$ cat config.mk
export PLATFORM = sky130hd
export DESIGN_NAME = voice_allocator_oldest_steal_core
export DESIGN_NICKNAME = d
export VERILOG_FILES = /design/src/rtl/core/vaos_pkg.sv /design/src/rtl/core/vaos_ctrl.sv /design/src/rtl/core/vaos_dp.sv /design/src/rtl/core/voice_allocator_oldest_steal_core.sv
export SDC_FILE = /design/constraint.sdc
export NUM_CORES = 1
export LEC_CHECK = 0
export BUFFER_PORTS_ARGS = -buffer_cell sky130_fd_sc_hd__buf_2
export CORE_MARGIN = 5
export CORE_UTILIZATION = 55
export CTS_CLUSTER_DIAMETER = 150
export CTS_CLUSTER_SIZE = 16
export DETAILED_ROUTE_END_ITERATION = 7
export GPL_ROUTABILITY_DRIVEN = 1
export PLACE_DENSITY = 0.72
export SLEW_MARGIN = 20
export SYNTH_ARGS = -nofsm -noshare
export SYNTH_HDL_FRONTEND = slang
export SYNTH_HIERARCHICAL = 1
export SYNTH_SLANG_ARGS = --single-unit
$ cat constraint.sdc
create_clock -name clk -period 8.92 [get_ports clk]
set_input_delay 1.784 -clock clk [delete_from_list [all_inputs] [get_ports clk]]
set_output_delay 1.784 -clock clk [all_outputs]
set_load 0.02 [all_outputs]
$ cat src/rtl/core/vaos_pkg.sv
// Shared types and constants for the voice allocator with oldest-note stealing.
package vaos_pkg;

	localparam int NOTE_W  = 5;
	localparam int VOICE_W = 3;
	localparam int STAMP_W = 64;
	localparam int STAT_W  = 2;

	localparam logic [STAT_W-1:0] ST_FREE    = 2'd0;
	localparam logic [STAT_W-1:0] ST_STOLEN  = 2'd1;
	localparam logic [STAT_W-1:0] ST_INVALID = 2'd2;
	localparam logic [STAT_W-1:0] ST_RELEASE = 2'd3;

	localparam logic ACT_NOTE_ON = 1'b0;
	localparam logic ACT_DONE    = 1'b1;

	typedef struct packed {
		logic               action;
		logic [NOTE_W-1:0]  note_index;
		logic [VOICE_W-1:0] done_voice;
	} req_t;

	typedef struct packed {
		logic [STAT_W-1:0]  status;
		logic [VOICE_W-1:0] voice;
		logic [NOTE_W-1:0]  note_out;
		logic [STAMP_W-1:0] generation;
	} rsp_t;

	typedef struct packed {
		logic load;
		logic rel_apply;
		logic bad_note;
		logic scan_start;
		logic scan_step;
		logic commit;
		logic out_load;
	} cmd_t;

	typedef struct packed {
		logic action;
		logic note_bad;
		logic idle_hit;
		logic last;
		logic out_free;
	} sts_t;

endpackage

$ cat src/rtl/core/vaos_ctrl.sv
// Controller state machine for the voice allocator.
module vaos_ctrl (
	input  logic           clk,
	input  logic           arst_n,
	input  logic           req_valid,
	output logic           req_stall,
	input  vaos_pkg::sts_t sts,
	output vaos_pkg::cmd_t cmd
);

	typedef enum logic [4:0] {
		S_IDLE   = 5'b00001,
		S_DECODE = 5'b00010,
		S_SCAN   = 5'b00100,
		S_COMMIT = 5'b01000,
		S_FINISH = 5'b10000
	} state_t;

	state_t state_q;
	state_t state_d;

	assign req_stall = (state_q != S_IDLE);

	always_comb begin
		state_d = state_q;
		cmd     = '0;
		case (state_q)
			S_IDLE: begin
				if (req_valid) begin
					cmd.load = 1'b1;
					state_d  = S_DECODE;
				end
			end
			S_DECODE: begin
				if (sts.action == vaos_pkg::ACT_DONE) begin
					cmd.rel_apply = 1'b1;
					state_d       = S_FINISH;
				end else if (sts.note_bad) begin
					cmd.bad_note = 1'b1;
					state_d      = S_FINISH;
				end else begin
					cmd.scan_start = 1'b1;
					state_d        = S_SCAN;
				end
			end
			S_SCAN: begin
				cmd.scan_step = 1'b1;
				if (sts.idle_hit || sts.last) begin
					state_d = S_COMMIT;
				end
			end
			S_COMMIT: begin
				cmd.commit = 1'b1;
				state_d    = S_FINISH;
			end
			S_FINISH: begin
				// hold the result until the output register frees up
				if (sts.out_free) begin
					cmd.out_load = 1'b1;
					state_d      = S_IDLE;
				end
			end
			default: begin
				state_d = S_IDLE;
			end
		endcase
	end

	always_ff @(posedge clk or negedge arst_n) begin
		if (!arst_n) begin
			state_q <= S_IDLE;
		end else begin
			state_q <= state_d;
		end
	end

endmodule

$ cat src/rtl/core/vaos_dp.sv
// Datapath: voice flags, stamp memory, scan/min tracking and output register.
module vaos_dp #(
	parameter int NUM_VOICES = 8,
	parameter int NOTE_COUNT = 20
) (
	input  logic           clk,
	input  logic           arst_n,
	input  vaos_pkg::cmd_t cmd,
	output vaos_pkg::sts_t sts,
	input  vaos_pkg::req_t req,
	output logic           rsp_valid,
	input  logic           rsp_stall,
	output vaos_pkg::rsp_t rsp
);

	localparam int IW = (NUM_VOICES > 1) ? $clog2(NUM_VOICES) : 1;

	vaos_pkg::req_t                       item_q;
	logic [NUM_VOICES-1:0]                active_q;
	logic [vaos_pkg::STAMP_W-1:0]         stamp_mem [NUM_VOICES];
	logic [vaos_pkg::STAMP_W-1:0]         rd_q;
	logic [vaos_pkg::STAMP_W-1:0]         min_q;
	logic [vaos_pkg::STAMP_W-1:0]         next_q;
	logic [IW-1:0]                        idx_q;
	logic [IW-1:0]                        pick_q;
	logic                                 steal_q;
	vaos_pkg::rsp_t                       res_q;
	vaos_pkg::rsp_t                       rsp_q;
	logic                                 rsp_valid_q;
	logic                                 dv_ok;
	logic [IW-1:0]                        dv_idx;

	assign dv_ok  = (32'(item_q.done_voice) < 32'(NUM_VOICES));
	assign dv_idx = IW'(item_q.done_voice);

	assign sts.action   = item_q.action;
	assign sts.note_bad = (32'(item_q.note_index) >= 32'(NOTE_COUNT));
	assign sts.idle_hit = !active_q[idx_q];
	assign sts.last     = (idx_q == IW'(NUM_VOICES - 1));
	assign sts.out_free = !rsp_valid_q || !rsp_stall;

	assign rsp_valid = rsp_valid_q;
	assign rsp       = rsp_q;

	// stamp memory: one write port, one registered read port
	always_ff @(posedge clk) begin
		if (cmd.commit) begin
			stamp_mem[pick_q] <= next_q;
		end
		if (cmd.scan_start) begin
			rd_q <= stamp_mem[0];
		end else if (cmd.scan_step && !sts.last) begin
			rd_q <= stamp_mem[idx_q + IW'(1)];
		end
	end

	always_ff @(posedge clk or negedge arst_n) begin
		if (!arst_n) begin
			active_q    <= '0;
			next_q      <= '0;
			rsp_valid_q <= 1'b0;
		end else begin
			if (cmd.rel_apply && dv_ok) begin
				active_q[dv_idx] <= 1'b0;
			end
			if (cmd.commit) begin
				active_q[pick_q] <= 1'b1;
				next_q           <= next_q + 64'd1;
			end
			if (cmd.out_load) begin
				rsp_valid_q <= 1'b1;
			end else if (!rsp_stall) begin
				rsp_valid_q <= 1'b0;
			end
		end
	end

	always_ff @(posedge clk) begin
		if (cmd.load) begin
			item_q <= req;
		end
		if (cmd.scan_start) begin
			idx_q <= '0;
		end else if (cmd.scan_step) begin
			idx_q <= idx_q + IW'(1);
			// first idle voice wins; otherwise track the oldest, lowest index on ties
			if (sts.idle_hit) begin
				pick_q  <= idx_q;
				steal_q <= 1'b0;
			end else if ((idx_q == '0) || (rd_q < min_q)) begin
				min_q   <= rd_q;
				pick_q  <= idx_q;
				steal_q <= 1'b1;
			end
		end
		if (cmd.rel_apply) begin
			res_q <= '{status: vaos_pkg::ST_RELEASE, voice: item_q.done_voice,
				note_out: '0, generation: '0};
		end else if (cmd.bad_note) begin
			res_q <= '{status: vaos_pkg::ST_INVALID, voice: '0,
				note_out: '0, generation: '0};
		end else if (cmd.commit) begin
			res_q <= '{status: (steal_q ? vaos_pkg::ST_STOLEN : vaos_pkg::ST_FREE),
				voice: vaos_pkg::VOICE_W'(pick_q),
				note_out: item_q.note_index, generation: next_q};
		end
		if (cmd.out_load) begin
			rsp_q <= res_q;
		end
	end

endmodule

$ cat src/rtl/core/voice_allocator_oldest_steal_core.sv
// Top level of the polyphonic voice allocator with oldest-note stealing.
// Each request transaction is either a note-on (action 0) or a voice-done event
// (action 1) and yields exactly one response transaction. A note-on takes the
// lowest-index idle voice (status 0) or, when every voice is busy, steals the voice
// with the smallest start stamp, lowest index on a tie (status 1); the voice is
// stamped with a 64-bit generation counter that then increments and wraps. Notes at
// or above NOTE_COUNT return status 2 with zero fields and change nothing. A
// voice-done clears the named voice's active flag (ignored if out of range) and
// returns status 3 echoing the voice. Timing: one transaction is in work at a time.
// Voice-done and invalid notes go from decode straight to the finish state; a note-on
// first runs the voice scan, which stops at the first idle voice or goes through every
// voice when one must be stolen, and then commits. The scan reads one stamp per cycle
// from the single-read-port stamp memory and compares it against the running minimum.
// The response sits in an output register, so a new request is taken while an earlier
// response still waits.
module voice_allocator_oldest_steal_core #(
	parameter int NUM_VOICES = 8,
	parameter int NOTE_COUNT = 20
) (
	input  logic           clk,
	input  logic           arst_n,
	input  logic           req_valid,
	output logic           req_stall,
	input  vaos_pkg::req_t req,
	output logic           rsp_valid,
	input  logic           rsp_stall,
	output vaos_pkg::rsp_t rsp
);

	vaos_pkg::cmd_t cmd;
	vaos_pkg::sts_t sts;

	// sequencing: decode, scan, commit, hand off to the response register
	vaos_ctrl u_ctrl (
		.clk       (clk),
		.arst_n    (arst_n),
		.req_valid (req_valid),
		.req_stall (req_stall),
		.sts       (sts),
		.cmd       (cmd)
	);

	// voice state, stamp memory, generation counter and response register
	vaos_dp #(
		.NUM_VOICES (NUM_VOICES),
		.NOTE_COUNT (NOTE_COUNT)
	) u_dp (
		.clk       (clk),
		.arst_n    (arst_n),
		.cmd       (cmd),
		.sts       (sts),
		.req       (req),
		.rsp_valid (rsp_valid),
		.rsp_stall (rsp_stall),
		.rsp       (rsp)
	);

	// at most one datapath command per cycle
	a_cmd_exclusive: assert property (@(posedge clk) disable iff (!arst_n)
		$onehot0({cmd.load, cmd.rel_apply, cmd.bad_note, cmd.scan_start,
			cmd.scan_step, cmd.commit, cmd.out_load}))
		else $error("datapath commands overlap");

	// a pending response is never overwritten
	a_no_overwrite: assert property (@(posedge clk) disable iff (!arst_n)
		!(cmd.out_load && rsp_valid && rsp_stall))
		else $error("response register overwritten while stalled");

	// the last scan step always leads straight into the commit
	a_scan_commit: assert property (@(posedge clk) disable iff (!arst_n)
		(cmd.scan_step && sts.last) |=> cmd.commit)
		else $error("scan end not followed by commit");

	// only one transaction in work at a time
	a_one_in_work: assert property (@(posedge clk) disable iff (!arst_n)
		(req_valid && !req_stall) |=> req_stall)
		else $error("second request accepted while busy");

endmodule
==> summary.md <==
| Metric | Value |
|---|---|
| Minimum clock period | `3.98 ns` |
| Global-route wire length before repair | `101,000 um` |
| TritonCTS buffer count | `61` |
| Multi-input logic area | `8300 um2` |
| Synthesized net count | `roughly 2.0k` |
| R2R cell count | `6` |
| Clk root buf | `clkbuf_16` |
| Crit Reg-Reg Endpoint | `u_dp/stamp_mem[7][56]` |
| Reg2reg start | `u_ctrl/state_q[1]` |
| Row count | `around 90` |
| IO Count | `89` |
| Layout cells sized above 1 | `16.3%` |
| WS Path Type | `reg -> reg` |
| Antenna-violating nets left | `0` |
| Port Buffer Count | `88` |
| CTS Sinks | `a little under 900` |
| Synthesis-stage register bit count | `882` |
| Most frequent cells in the layout | `edfxtp_1, mux2i_1, mux4_2, nand2_1, nor2_1` |
| Vias | `16.7k` |
| Final setup violation count | `0` |
| Syn Area/Cell | `17.7 um2` |
| Later-pin clock latency in the skew report | `between 0.6 and 0.7 ns` |
| Period utilization | `44.6%` |
| Initial drt markers | `1,236` |
| Crit path capture | `u_dp/stamp_mem[7][56]` |
| Power Density | `212 nW/um2` |
| Ys async rst share | `8.84%` |
| Routed wire length | `64,700 um` |
| Sequential element share of the synthesized area | `74.2%` |
| CTS tree | `built` |
| Synth cell types | `54` |
| EDFF count, synth | `730` |
| Remaining DRCs | `0` |
| Die Y | `roughly 260 um` |
| Vias in the first global route | `roughly 17k` |
| Post-CTS Setup Repair Bufs | `0` |
| Layout area overhead | `9.56%` |
| DR WL/cell | `about 22 um` |
| Synthesized area | `~34,000 um2` |
| Ys Warns | `6` |
| Final nets | `2,113` |
| Antenna Cells | `0` |
| Worst VDD drop | `0.235 mV` |
| Worst hold path class | `reg -> reg` |
| Largest net degree at the start of global routing | `around 100` |
| Unrepaired setup endpoints after global routing | `false` |
| Startpoint types | `flop` |
| Slew Limit Headroom | `a little under a third` |
| Max Root-Sink Buffers | `3` |
| Post-CTS Hold Fix Bufs | `0` |
| Reg area | `25,400 um2` |
| Core footprint | `61,600 um2` |
| Main synth FF type | `edfxtp_1` |
| Clk_skew | `roughly 0.017 ns` |
| Maximum fanout along the worst path | `47` |
| Die area | `67,200 um2` |
| Tightest Pin Transition | `1.04 ns` |
| Detailed-route vias per instance | `5.71` |
| Worst reg2reg setup slack | `about 5 ns` |
| Routability congestion estimate | `0.757` |
| CP required | `approximately 9 ns` |
| Fmax | `251 MHz` |
| Crit. Startpoint | `u_ctrl/state_q[1]` |
| Dpl hpwl | `36,900 um` |
| Setup tns final | `0 ns` |
| Initial antenna violation count | `0` |
| Starting Density | `55.5%` |
| Htree depth | `2` |
| Filler cells | `between 4k and 5k` |
| WP data arrival | `between 4 and 5 ns` |
| Total GRT Usage | `19.4%` |
| Setup crit end kind | `flop` |
| Leakage | `14.1 nW` |
| Count of mapped cells out of synthesis | `1,931` |
| Die X | `259 um` |
| Max-slew violations | `0` |
| Status | `finished, final reports clean` |
| Pre-antenna DRT Iters | `5` |
| Resized cells post-CTS | `0` |
| Grt total ovfl | `0` |
| Final total power | `7.93 mW` |
| Clock transition at the registers of the reported paths | `0.07 ns` |
| Max_cap viols | `0` |
| Final hold violations | `0` |
| Commonest non-fill, non-tap cell in the layout | `edfxtp_1` |
how the worst min path moves through the flow:
stage	from	endpoint	depth (start not counted)
floorplan	u_dp/res_q[69]	u_dp/rsp[69]	0
global placement	u_dp/res_q[47]	u_dp/rsp[47]	0
detailed placement	u_dp/res_q[69]	u_dp/rsp[69]	0
CTS	u_dp/res_q[69]	u_dp/rsp[69]	0
global route	u_dp/res_q[69]	u_dp/rsp[69]	0
finish	u_dp/res_q[69]	u_dp/rsp[69]	0
through the flow:
stage | std cells | utilization (%) | worst slack [ns] | instance area, um2 | hold WS (ns)
after floorplan | 1931 | - | 1.46 | 34200 | 0.400
after global placement | 2807 | 57.9 | 5.04 | 35700 | 0.415
after detailed placement | 2807 | 57.9 | 4.93 | 35700 | 0.411
after CTS | 2923 | 60.8 | 4.92 | 37400 | 0.426
after global routing | 2923 | 60.8 | 4.72 | 37400 | 0.446
final | 2923 | 60.8 | 4.94 | 37400 | 0.425
Yosys cell counts, types with 2 or more instances:
cell type  count  area share [%]
a211oi_1       4           0.088
a21o_1         4           0.088
a21oi_1       27            0.40
a311oi_1       2           0.051
and2_1         4           0.073
and3_1        14            0.26
and4_1        11            0.28
buf_1         12            0.13
buf_2         18            0.26
buf_4          4           0.088
clkbuf_1      42            0.46
dfrtp_1       77             5.6
dfxtp_1       74             4.3
edfxtp_1     730              64
ha_1          67             2.5
inv_1         78            0.86
mux2i_1      137             4.0
mux4_2       130             8.6
nand2_1      115             1.3
nand2b_1      13            0.24
nand3_1       25            0.37
nand3b_1       3           0.066
nand4_1       24            0.44
nand4b_1       2           0.051
nor2_1       105             1.2
nor3_1        12            0.18
nor3_2         3           0.088
o211ai_1       3           0.066
o21a_1         2           0.044
o21ai_0       95             1.4
o21bai_1       2           0.044
o31ai_1        4           0.088
or2_2          3           0.055
or3_1          3           0.055
xnor2_1       51             1.3
xor2_1        13            0.33
worst max-delay path: stages (launching register included):
cell      delay, ns
dfrtp_1        0.43
nor3_1         0.34
nand3b_1       0.21
inv_4          0.55
nand2_1        0.50
nor2_4         0.71
buf_4          0.76
cell type report:
class,count,area share (%)
Timing Repair Buffer,115,1.76
Tap cell,837,2.80
Sequential cell,882,67.8
Clock buffer,112,4.59
Clock inverter,4,0.144
Inverter,78,0.789
Multi-Input combinational cell,895,22.2
registers in the layout, indices dropped and copies added, names as in the netlist:
| register | cells |
|---|---|
| u_dp/pick_q | 3 |
| u_dp/item_q | 5 |
| u_ctrl/state_q | 5 |
| u_dp/steal_q | 1 |
| u_dp/dv_idx | 3 |
| u_dp/rsp_valid | 1 |
| u_dp/min_q | 64 |
| u_dp/active_q | 8 |
| u_dp/idx_q | 3 |
| u_dp/rd_q | 64 |
| u_dp/next_q | 64 |
| u_dp/rsp | 74 |
| u_dp/stamp_mem | 512 |
| u_dp/res_q | 74 |
| u_dp/sts | 1 |
routing by layer:
| metal | up-vias | global-route usage [%] | share of wire [%] |
|---|---|---|---|
| met5 | - | 0 | 0 |
| met4 | 0 | 4.10 | 1.8 |
| met3 | 81 | 2.80 | 4.3 |
| met2 | 354 | 33.3 | 50 |
| met1 | 8666 | 26.9 | 43 |
| li1 | 7602 | - | - |
cells by family after synthesis:
| logic type | count (synthesis) | share of synthesized area [%] |
|---|---|---|
| AOI/OAI and AO/OA | 148 | 2.40 |
| and+or+nand+nor | 347 | 4.82 |
| muxes | 268 | 12.6 |
| DFF | 882 | 74.2 |
| xor gates and xnor gates | 65 | 1.69 |
| adders and majority gates | 67 | 2.45 |
| buffers and inverters | 154 | 1.80 |
where the power goes:
group	internal, mW	switching [mW]
clock network	1.30	1.31
registers	4.49	0.0824
logic	0.310	0.444
Power figures use the tool's default switching activity.
